--- config.mk ---
export PLATFORM = sky130hd
export DESIGN_NAME = modbus_device_id_response_parser_core_flat
export DESIGN_NICKNAME = d
export VERILOG_FILES = /design/src/mbdid_pkg.sv /design/src/mbdid_if.sv /design/src/mbdid_parser.sv /design/src/mbdid_out_queue.sv /design/src/modbus_device_id_response_parser_core.sv /design/src/flat_wrapper.sv
export SDC_FILE = /design/constraint.sdc
export NUM_CORES = 1
export LEC_CHECK = 0
export BUFFER_PORTS_ARGS = -buffer_cell sky130_fd_sc_hd__buf_2
export CAP_MARGIN = 0
export CORE_MARGIN = 8
export CORE_UTILIZATION = 23
export DETAILED_ROUTE_END_ITERATION = 8
export PLACE_DENSITY_LB_ADDON = 0.25
export SYNTH_ARGS = -nofsm -noshare
export SYNTH_HDL_FRONTEND = slang
export SYNTH_SLANG_ARGS = --single-unit
--- constraint.sdc ---
create_clock -name i_clk -period 13.9 [get_ports i_clk]
set_clock_uncertainty 0.2 [all_clocks]
set_input_delay 2.78 -clock i_clk [delete_from_list [all_inputs] [get_ports i_clk]]
set_output_delay 2.78 -clock i_clk [all_outputs]
set_load 0.03 [all_outputs]
--- src/mbdid_pkg.sv ---
// ----------------------------------------------------------------------------
// Modbus device identification response parser package
// Shared constants, codes and the per-byte result bundle type.
// ----------------------------------------------------------------------------
package mbdid_pkg;

    localparam int OUT_COUNT_BITS = 16;

    localparam logic [3:0] HDR_DONE      = 4'd14;
    localparam logic [3:0] HDR_PROTO_HI  = 4'd2;
    localparam logic [3:0] HDR_PROTO_LO  = 4'd3;
    localparam logic [3:0] HDR_FUNC      = 4'd7;
    localparam logic [3:0] HDR_OBJ_COUNT = 4'd13;

    localparam logic [7:0] FUNC_CODE = 8'd43;
    localparam logic [7:0] NEWLINE   = 8'd10;

    localparam logic [15:0] CAP_RESET = 16'd2048;

    localparam logic [1:0] PH_ID    = 2'd0;
    localparam logic [1:0] PH_LEN   = 2'd1;
    localparam logic [1:0] PH_VALUE = 2'd2;

    localparam logic [1:0] ST_OK        = 2'd0;
    localparam logic [1:0] ST_BAD_PROTO = 2'd1;
    localparam logic [1:0] ST_BAD_FUNC  = 2'd2;
    localparam logic [1:0] ST_TRUNC     = 2'd3;

    typedef struct packed {
        logic       char_v;
        logic [7:0] char_byte;
        logic       nl_v;
        logic       st_v;
        logic [1:0] status;
    } t_bundle;

endpackage

--- src/mbdid_if.sv ---
// ----------------------------------------------------------------------------
// Modbus device identification parser channels
// Valid/ready channels for received bytes, results and the capacity write.
// ----------------------------------------------------------------------------
interface mbdid_rx_if;
    logic       valid;
    logic       ready;
    logic [7:0] rx_byte;
    logic       frame_last;

    modport source (output valid, output rx_byte, output frame_last, input ready);
    modport sink (input valid, input rx_byte, input frame_last, output ready);
endinterface

interface mbdid_res_if;
    logic       valid;
    logic       ready;
    logic [7:0] out_byte;
    logic       is_status;
    logic [1:0] status;
    logic       last;

    modport source (output valid, output out_byte, output is_status, output status,
                    output last, input ready);
    modport sink (input valid, input out_byte, input is_status, input status,
                  input last, output ready);
endinterface

interface mbdid_cfg_if;
    logic        valid;
    logic        ready;
    logic [15:0] out_capacity;

    modport source (output valid, output out_capacity, input ready);
    modport sink (input valid, input out_capacity, output ready);
endinterface

--- src/mbdid_parser.sv ---
// ----------------------------------------------------------------------------
// Frame parser
// Tracks header and object state and forms the result bundle of each beat.
// ----------------------------------------------------------------------------
module mbdid_parser (
    input  logic               i_clk,
    input  logic               i_rst_n,
    input  logic               i_accept,
    input  logic [7:0]         i_rx_byte,
    input  logic               i_frame_last,
    input  logic               i_cfg_we,
    input  logic [15:0]        i_cfg_data,
    output logic               o_push,
    output mbdid_pkg::t_bundle o_bundle
);

    localparam int CntW = mbdid_pkg::OUT_COUNT_BITS;
    localparam int CapW = (CntW > 16) ? CntW : 16;
    localparam int SumW = CapW + 2;

    logic [15:0]     r_capacity;
    logic [3:0]      r_hdr_pos, n_hdr_pos;
    logic [1:0]      r_err, n_err;
    logic [7:0]      r_objs, n_objs;
    logic [1:0]      r_phase, n_phase;
    logic [7:0]      r_val_left, n_val_left;
    logic [CntW-1:0] r_used, n_used;
    logic            r_emit, n_emit;

    logic [CapW-1:0] cap_wide;
    logic [CapW-1:0] mask_wide;
    logic [CapW-1:0] cap_eff;
    logic [SumW-1:0] need;
    logic            fits;
    logic            end_obj;
    mbdid_pkg::t_bundle bundle;

    assign cap_wide  = CapW'(r_capacity);
    assign mask_wide = CapW'({CntW{1'b1}});
    assign cap_eff   = (cap_wide > mask_wide) ? mask_wide : cap_wide;
    assign need      = SumW'(r_used) + SumW'(i_rx_byte) + SumW'(1);
    assign fits      = (need <= SumW'(cap_eff));

    always_comb begin
        n_hdr_pos  = r_hdr_pos;
        n_err      = r_err;
        n_objs     = r_objs;
        n_phase    = r_phase;
        n_val_left = r_val_left;
        n_used     = r_used;
        n_emit     = r_emit;
        end_obj    = 1'b0;
        bundle     = '0;

        if (r_err == mbdid_pkg::ST_OK) begin
            if (r_hdr_pos < mbdid_pkg::HDR_DONE) begin
                if ((r_hdr_pos == mbdid_pkg::HDR_PROTO_HI ||
                     r_hdr_pos == mbdid_pkg::HDR_PROTO_LO) && i_rx_byte != 8'd0) begin
                    n_err = mbdid_pkg::ST_BAD_PROTO;
                end else if (r_hdr_pos == mbdid_pkg::HDR_FUNC &&
                             i_rx_byte != mbdid_pkg::FUNC_CODE) begin
                    n_err = mbdid_pkg::ST_BAD_FUNC;
                end else if (r_hdr_pos == mbdid_pkg::HDR_OBJ_COUNT) begin
                    n_objs = i_rx_byte;
                end
                n_hdr_pos = r_hdr_pos + 4'd1;
            end else if (r_objs != 8'd0) begin
                case (r_phase)
                    mbdid_pkg::PH_ID: begin
                        n_phase = mbdid_pkg::PH_LEN;
                    end
                    mbdid_pkg::PH_LEN: begin
                        n_val_left = i_rx_byte;
                        n_emit     = fits;
                        if (i_rx_byte == 8'd0) begin
                            end_obj = 1'b1;
                        end else begin
                            n_phase = mbdid_pkg::PH_VALUE;
                        end
                    end
                    default: begin
                        if (r_emit) begin
                            bundle.char_v    = 1'b1;
                            bundle.char_byte = i_rx_byte;
                            n_used           = r_used + CntW'(1);
                        end
                        n_val_left = r_val_left - 8'd1;
                        if (n_val_left == 8'd0) begin
                            end_obj = 1'b1;
                        end
                    end
                endcase
                if (end_obj) begin
                    if (n_emit) begin
                        bundle.nl_v = 1'b1;
                        n_used      = n_used + CntW'(1);
                    end
                    n_emit  = 1'b0;
                    n_objs  = r_objs - 8'd1;
                    n_phase = mbdid_pkg::PH_ID;
                end
            end
        end

        if (i_frame_last) begin
            bundle.st_v   = 1'b1;
            bundle.status = n_err;
            if (n_err == mbdid_pkg::ST_OK &&
                (n_hdr_pos < mbdid_pkg::HDR_DONE || n_objs != 8'd0)) begin
                bundle.status = mbdid_pkg::ST_TRUNC;
            end
            n_hdr_pos  = '0;
            n_err      = mbdid_pkg::ST_OK;
            n_objs     = '0;
            n_phase    = mbdid_pkg::PH_ID;
            n_val_left = '0;
            n_used     = '0;
            n_emit     = 1'b0;
        end
    end

    always_ff @(posedge i_clk) begin
        if (!i_rst_n) begin
            r_capacity <= mbdid_pkg::CAP_RESET;
            r_hdr_pos  <= '0;
            r_err      <= mbdid_pkg::ST_OK;
            r_objs     <= '0;
            r_phase    <= mbdid_pkg::PH_ID;
            r_val_left <= '0;
            r_used     <= '0;
            r_emit     <= 1'b0;
        end else begin
            if (i_cfg_we) begin
                r_capacity <= i_cfg_data;
            end
            if (i_accept) begin
                r_hdr_pos  <= n_hdr_pos;
                r_err      <= n_err;
                r_objs     <= n_objs;
                r_phase    <= n_phase;
                r_val_left <= n_val_left;
                r_used     <= n_used;
                r_emit     <= n_emit;
            end
        end
    end

    assign o_push   = i_accept && (bundle.char_v || bundle.nl_v || bundle.st_v);
    assign o_bundle = bundle;

endmodule

--- src/mbdid_out_queue.sv ---
// ----------------------------------------------------------------------------
// Result queue
// Two-entry bundle queue that sends each bundle as one to three result beats.
// ----------------------------------------------------------------------------
module mbdid_out_queue (
    input  logic               i_clk,
    input  logic               i_rst_n,
    input  logic               i_push,
    input  mbdid_pkg::t_bundle i_bundle,
    output logic               o_ready,
    mbdid_res_if.source        o_res
);

    mbdid_pkg::t_bundle r_q0, r_q1;
    logic       r_head;
    logic [1:0] r_count;
    logic [2:0] r_sent;

    mbdid_pkg::t_bundle head;
    logic [2:0] pending;
    logic [2:0] sel;
    logic       fire;
    logic       pop;
    logic       tail;

    assign head    = r_head ? r_q1 : r_q0;
    assign pending = {head.st_v, head.nl_v, head.char_v} & ~r_sent;

    always_comb begin
        if (pending[0]) begin
            sel = 3'b001;
        end else if (pending[1]) begin
            sel = 3'b010;
        end else begin
            sel = 3'b100;
        end
    end

    assign fire    = o_res.valid && o_res.ready;
    assign pop     = fire && ((pending & ~sel) == 3'b000);
    assign tail    = r_head ^ r_count[0];
    assign o_ready = (r_count != 2'd2);

    assign o_res.valid     = (r_count != 2'd0);
    assign o_res.out_byte  = sel[0] ? head.char_byte : (sel[1] ? mbdid_pkg::NEWLINE : 8'd0);
    assign o_res.is_status = sel[2];
    assign o_res.status    = sel[2] ? head.status : mbdid_pkg::ST_OK;
    assign o_res.last      = sel[2];

    always_ff @(posedge i_clk) begin
        if (i_push) begin
            if (tail) begin
                r_q1 <= i_bundle;
            end else begin
                r_q0 <= i_bundle;
            end
        end
    end

    always_ff @(posedge i_clk) begin
        if (!i_rst_n) begin
            r_head  <= 1'b0;
            r_count <= 2'd0;
            r_sent  <= 3'b000;
        end else begin
            if (pop) begin
                r_head <= ~r_head;
                r_sent <= 3'b000;
            end else if (fire) begin
                r_sent <= r_sent | sel;
            end
            r_count <= r_count + {1'b0, i_push} - {1'b0, pop};
        end
    end

endmodule

--- src/modbus_device_id_response_parser_core.sv ---
// ----------------------------------------------------------------------------
// Modbus device identification response parser
// Parses a response frame byte by byte into value characters and a status.
// ----------------------------------------------------------------------------
// Bundles are registered in the queue before their results are offered.
// Throughput: one byte per cycle while each byte yields at most one result and
// the receiver takes it; a byte with two or three results holds the output for
// each, and a two-bundle queue lets input continue while results wait.
// Reset clears all frame state and the queue and sets the capacity to 2048.
module modbus_device_id_response_parser_core (
    input  logic         i_clk,
    input  logic         i_rst_n,
    mbdid_rx_if.sink     i_rx,
    mbdid_cfg_if.sink    i_cfg,
    mbdid_res_if.source  o_res
);

    logic               accept;
    logic               push;
    logic               q_ready;
    mbdid_pkg::t_bundle bundle;

    assign i_rx.ready  = q_ready;
    assign i_cfg.ready = 1'b1;
    assign accept      = i_rx.valid && q_ready;

    mbdid_parser u_parser (
        .i_clk        (i_clk),
        .i_rst_n      (i_rst_n),
        .i_accept     (accept),
        .i_rx_byte    (i_rx.rx_byte),
        .i_frame_last (i_rx.frame_last),
        .i_cfg_we     (i_cfg.valid),
        .i_cfg_data   (i_cfg.out_capacity),
        .o_push       (push),
        .o_bundle     (bundle)
    );

    mbdid_out_queue u_out_queue (
        .i_clk    (i_clk),
        .i_rst_n  (i_rst_n),
        .i_push   (push),
        .i_bundle (bundle),
        .o_ready  (q_ready),
        .o_res    (o_res)
    );

endmodule
--- src/flat_wrapper.sv ---
// flat-port wrapper written by rule: the top's interface ports become plain ports
module modbus_device_id_response_parser_core_flat 
  (i_clk, i_rst_n, i_rx_valid, i_rx_rx_byte, i_rx_frame_last, i_rx_ready, i_cfg_valid, i_cfg_out_capacity, i_cfg_ready, o_res_valid, o_res_out_byte, o_res_is_status, o_res_status, o_res_last, o_res_ready);
  mbdid_rx_if i_rx_i ();
  mbdid_cfg_if i_cfg_i ();
  mbdid_res_if o_res_i ();
  input  logic i_clk;
  input  logic i_rst_n;
  input wire logic [$bits(i_rx_i.valid)-1:0] i_rx_valid;
  input wire logic [$bits(i_rx_i.rx_byte)-1:0] i_rx_rx_byte;
  input wire logic [$bits(i_rx_i.frame_last)-1:0] i_rx_frame_last;
  output wire logic [$bits(i_rx_i.ready)-1:0] i_rx_ready;
  input wire logic [$bits(i_cfg_i.valid)-1:0] i_cfg_valid;
  input wire logic [$bits(i_cfg_i.out_capacity)-1:0] i_cfg_out_capacity;
  output wire logic [$bits(i_cfg_i.ready)-1:0] i_cfg_ready;
  output wire logic [$bits(o_res_i.valid)-1:0] o_res_valid;
  output wire logic [$bits(o_res_i.out_byte)-1:0] o_res_out_byte;
  output wire logic [$bits(o_res_i.is_status)-1:0] o_res_is_status;
  output wire logic [$bits(o_res_i.status)-1:0] o_res_status;
  output wire logic [$bits(o_res_i.last)-1:0] o_res_last;
  input wire logic [$bits(o_res_i.ready)-1:0] o_res_ready;
  assign i_rx_i.valid = i_rx_valid;
  assign i_rx_i.rx_byte = i_rx_rx_byte;
  assign i_rx_i.frame_last = i_rx_frame_last;
  assign i_rx_ready = i_rx_i.ready;
  assign i_cfg_i.valid = i_cfg_valid;
  assign i_cfg_i.out_capacity = i_cfg_out_capacity;
  assign i_cfg_ready = i_cfg_i.ready;
  assign o_res_valid = o_res_i.valid;
  assign o_res_out_byte = o_res_i.out_byte;
  assign o_res_is_status = o_res_i.is_status;
  assign o_res_status = o_res_i.status;
  assign o_res_last = o_res_i.last;
  assign o_res_i.ready = o_res_ready;
  modbus_device_id_response_parser_core u_core (.i_clk(i_clk), .i_rst_n(i_rst_n), .i_rx(i_rx_i), .i_cfg(i_cfg_i), .o_res(o_res_i));
endmodule
==> summary.md <==
| Metric | Value |
|---|---|
| Status | `finished, final reports clean` |
| Setup-failing EPs final | `0` |
| Die Y | `178.6 um` |
| DRT antenna net count | `0` |
| Worst Path Required | `13.66 ns` |
| Mapped Area | `6078 um^2` |
| Post-Synthesis Cells | `739` |
| Drt drc | `0` |
| Pin count of the biggest net entering global routing | `46` |
| Critical path arrival | `7.56 ns` |
| Starting DRT DRC Count | `332` |
| Sw Pwr | `254.4 uW` |
| FF+latch count, synth | `89` |
| Nets | `825` |
| Max-cap violations | `0` |
| Sw Ratio | `34.62%` |
| CP endpoint kind | `flip-flop` |
| Synth-to-layout area growth | `13.09%` |
| Post-route cell area | `6874 um^2` |
| Initial Util | `23.39%` |
| Syn_area_per_cell | `8.225 um^2` |
| Die width | `178.6 um` |
| Post-CTS resize count | `0` |
| Final hold vios | `0` |
| Syn Nets | `805` |
| Final period utilization | `roughly 56%` |
| Critical-path maximum fanout | `13` |
| Worst slew pin tran | `1.129 ns` |
| Slew HR | `24.43%` |
| Clk network pwr share | `33.0%` |
| Predominant post-synthesis flop cell | `dfxtp_1` |
| Vias in the first global route | `5006` |
| Setup Buffers After CTS | `0` |
| Max Slew Vio Count | `0` |
| FFs w/ async S/R, synth | `0%` |
| First-pass GRT wire length | `27.10 mm` |
| Share of cells above drive strength 1 | `approximately a tenth` |
| Min Tclk post-route | `7.794 ns` |
| Maximum VDD drop | `86.30 uV` |
| CTS root buf | `clkbuf_16` |
| Total track usage | `10.62%` |
| Row count | `59` |
| Die area | `31890 um^2` |
| Power Density | `106.9 nW/um^2` |
| Initial DRT Pass Iterations | `4` |
| GRT overflow | `0` |
| Placed cell areas | `between 6000 and 7000 um^2` |
| CTS Buf Count | `9` |
| CP startpoint kind | `input pin` |
| Via count | `5340` |
| # IOs | `45` |
| Antenna Diode Count | `0` |
| EDFF count, synth | `26` |
| Placeable Area | `25980 um^2` |
| HPWL after DPL | `~13 mm` |
| Tightest Hold Check Type | `reg -> reg` |
| Clk_lat worst skew | `0.35 ns` |
| Pre-CTS setup slack | `5.700 ns` |
| Drt total wl | `16.98 mm` |
| Register area share after synthesis | `33.59%` |
| CTS Sinks | `89` |
| Post-synth cell types | `64` |
| Combinational share of power | `25.0%` |
| Wirelength per Cell | `15.45 um` |
| Clock Path Buffers | `2` |
| Int Pwr | `480.3 uW` |
| Seq pwr share | `a little over two fifths` |
| IO buf count | `43` |
| Lkg Pwr | `2.613 nW` |
| RSZ-0062 raised after global routing | `false` |
| Post-CTS Hold Buffers | `0` |
| Fmax | `128.3 MHz` |
| Setup Crit Path Kind | `in -> reg` |
| Yosys warns | `0` |
| Drt via density | `4.859` |
| CTS tree | `built` |
| Total negative slack | `0 ns` |
| H-tree Lvls | `3` |
| Final setup margin | `between 6 and 7 ns` |
| Gp weighted congestion | `0.8161` |
| Antenna violations before repair | `0` |
| CTS clk-pin slew, worst paths | `0.06 ns` |
| FF-to-FF setup slack | `8.28 ns` |
-- routing by layer --
layer  vias to the layer above  track usage, %  routed length, um
li1                       2718               -                  -
met1                      2514           13.86               8251
met2                        97           17.66               7861
met3                        11           1.884                676
met4                         0           2.928                192
met5                         -               0                  0
-- cell usage in the layout (no fill, tap or decap), types with 12 or more instances in the layout --
| master | Yosys | final |
|---|---|---|
| o31ai_1 | 12 | 12 |
| nand3_1 | 19 | 19 |
| mux2i_1 | 31 | 31 |
| dfxtp_1 | 63 | 63 |
| nor3_1 | 21 | 21 |
| ha_1 | 35 | 35 |
| xnor2_1 | 21 | 21 |
| a21oi_1 | 41 | 41 |
| nor2b_1 | 32 | 32 |
| nand4_1 | 12 | 12 |
| and2_1 | 18 | 18 |
| buf_2 | 6 | 43 |
| edfxtp_1 | 26 | 26 |
| o21ai_0 | 51 | 51 |
| nand2_1 | 62 | 62 |
| nor2_1 | 68 | 68 |
| inv_1 | 41 | 41 |
-- flip-flops by register name, indices dropped and copies added (netlist names) --
name,flops
u_core.u_parser.r_val_left,8
u_core.u_out_queue.r_count,2
u_core.u_out_queue.r_head,1
u_core.u_out_queue.r_sent,3
u_core.u_parser.r_phase,2
u_core.u_out_queue.r_q1,13
u_core.u_parser.cap_wide,16
u_core.u_parser.r_used,16
u_core.u_parser.r_emit,1
u_core.u_parser.r_err,2
u_core.u_out_queue.r_q0,13
u_core.u_parser.r_objs,8
u_core.u_parser.r_hdr_pos,4
-- synthesized netlist by cell type (all sizes together), types with 3 or more instances --
library cell	count	area (um^2)
nor2	68	255.2
dfxtp	63	1261
nand2	62	232.7
o21ai	53	269.0
a21oi	41	205.2
inv	41	153.9
ha	35	437.9
nor2b	32	200.2
mux2i	31	310.3
clkbuf	30	112.6
edfxtp	26	780.8
nor3	21	105.1
xnor2	21	183.9
nand3	19	95.09
and2	18	112.6
nor4	14	121.4
nand4	12	75.07
o31ai	12	90.09
a22oi	11	82.58
and3	11	68.82
a21boi	9	67.56
buf	9	48.79
o22ai	8	50.05
or3	8	50.05
xor2	8	70.07
a31oi	6	37.54
a211oi	5	37.54
nand2b	5	31.28
o2111ai	5	43.79
o21a	5	37.54
or2	5	31.28
and4	4	35.03
a22o	3	26.28
nor3b	3	22.52
o211ai	3	22.52
o22a	3	26.28
or4	3	26.27
-- path summary, 6_finish.rpt --
check,cells after the start,from,to
setup reg to reg,20,u_core.u_parser.r_used[0],u_core.u_out_queue.r_q0[7]
hold / removal,2,u_core.u_out_queue.r_sent[2],u_core.u_out_queue.r_sent[2]
setup / recovery,20,i_rx_rx_byte[0],u_core.u_out_queue.r_q0[7]
hold reg to reg,2,u_core.u_out_queue.r_sent[2],u_core.u_out_queue.r_sent[2]
-- stage by stage --
step                      utilization [%]  instances  hold slack, ns  power [mW]
final                               26.45       1099          0.2781      0.7348
after detailed placement            25.36       1083          0.2669      0.5002
after global routing                26.45       1099          0.3075      0.7760
after CTS                           26.45       1099          0.2820      0.7458
after global placement              25.36       1083          0.2639      0.5003
after floorplan                         -        739          0.2374      0.4496
-- power groups by stage --
| stage | logic, mW | registers [mW] | clock network (mW) |
|---|---|---|---|
| 5_1_grt | 0.203 | 0.312 | 0.261 |
| 3_3_place_gp | 0.186 | 0.315 | 0 |
| 4_1_cts | 0.187 | 0.309 | 0.251 |
| 2_1_floorplan | 0.145 | 0.305 | 0 |
| 3_5_place_dp | 0.186 | 0.314 | 0 |
| 6_report | 0.184 | 0.308 | 0.242 |
-- layout make-up --
type	count	area [um^2]
fill	2828	19110
multi-input combinational	570	3721
sequential	89	2042
tap	335	419.2
timing repair buffer	48	252.7
clock buffer	9	225.2
inverter	41	153.9
clock inverter	7	60.06
-- worst max-delay path, stage by stage --
cell      delay [ns]
buf_2           0.12
inv_1           0.14
ha_1            0.19
inv_1           0.05
fa_1            0.40
a21oi_1         0.21
o21ai_0         0.20
o22ai_1         0.40
nor3_1          0.12
xor2_1          0.17
ha_1            0.30
nand4_1         0.12
nor4_1          0.31
o22a_1          0.16
a221oi_1        0.05
buf_4           0.20
or3_1           0.39
a21oi_1         0.16
o21ai_0         0.16
nor2_1          0.91
-- logic make-up (layout without fill, tap and decap cells) --
| kind of cell | Yosys count | in the layout | share of synthesized area (%) |
|---|---|---|---|
| mux | 32 | 32 | 5.290 |
| other cells | 1 | 1 | 0.06169 |
| compound gates | 185 | 185 | 19.82 |
| flops | 89 | 89 | 33.59 |
| buf+inv | 80 | 105 | 5.187 |
| fa+ha+maj | 36 | 36 | 7.534 |
| xor+xnor | 29 | 29 | 4.179 |
| simple gates | 287 | 287 | 24.33 |
Power figures use the tool's default switching activity.
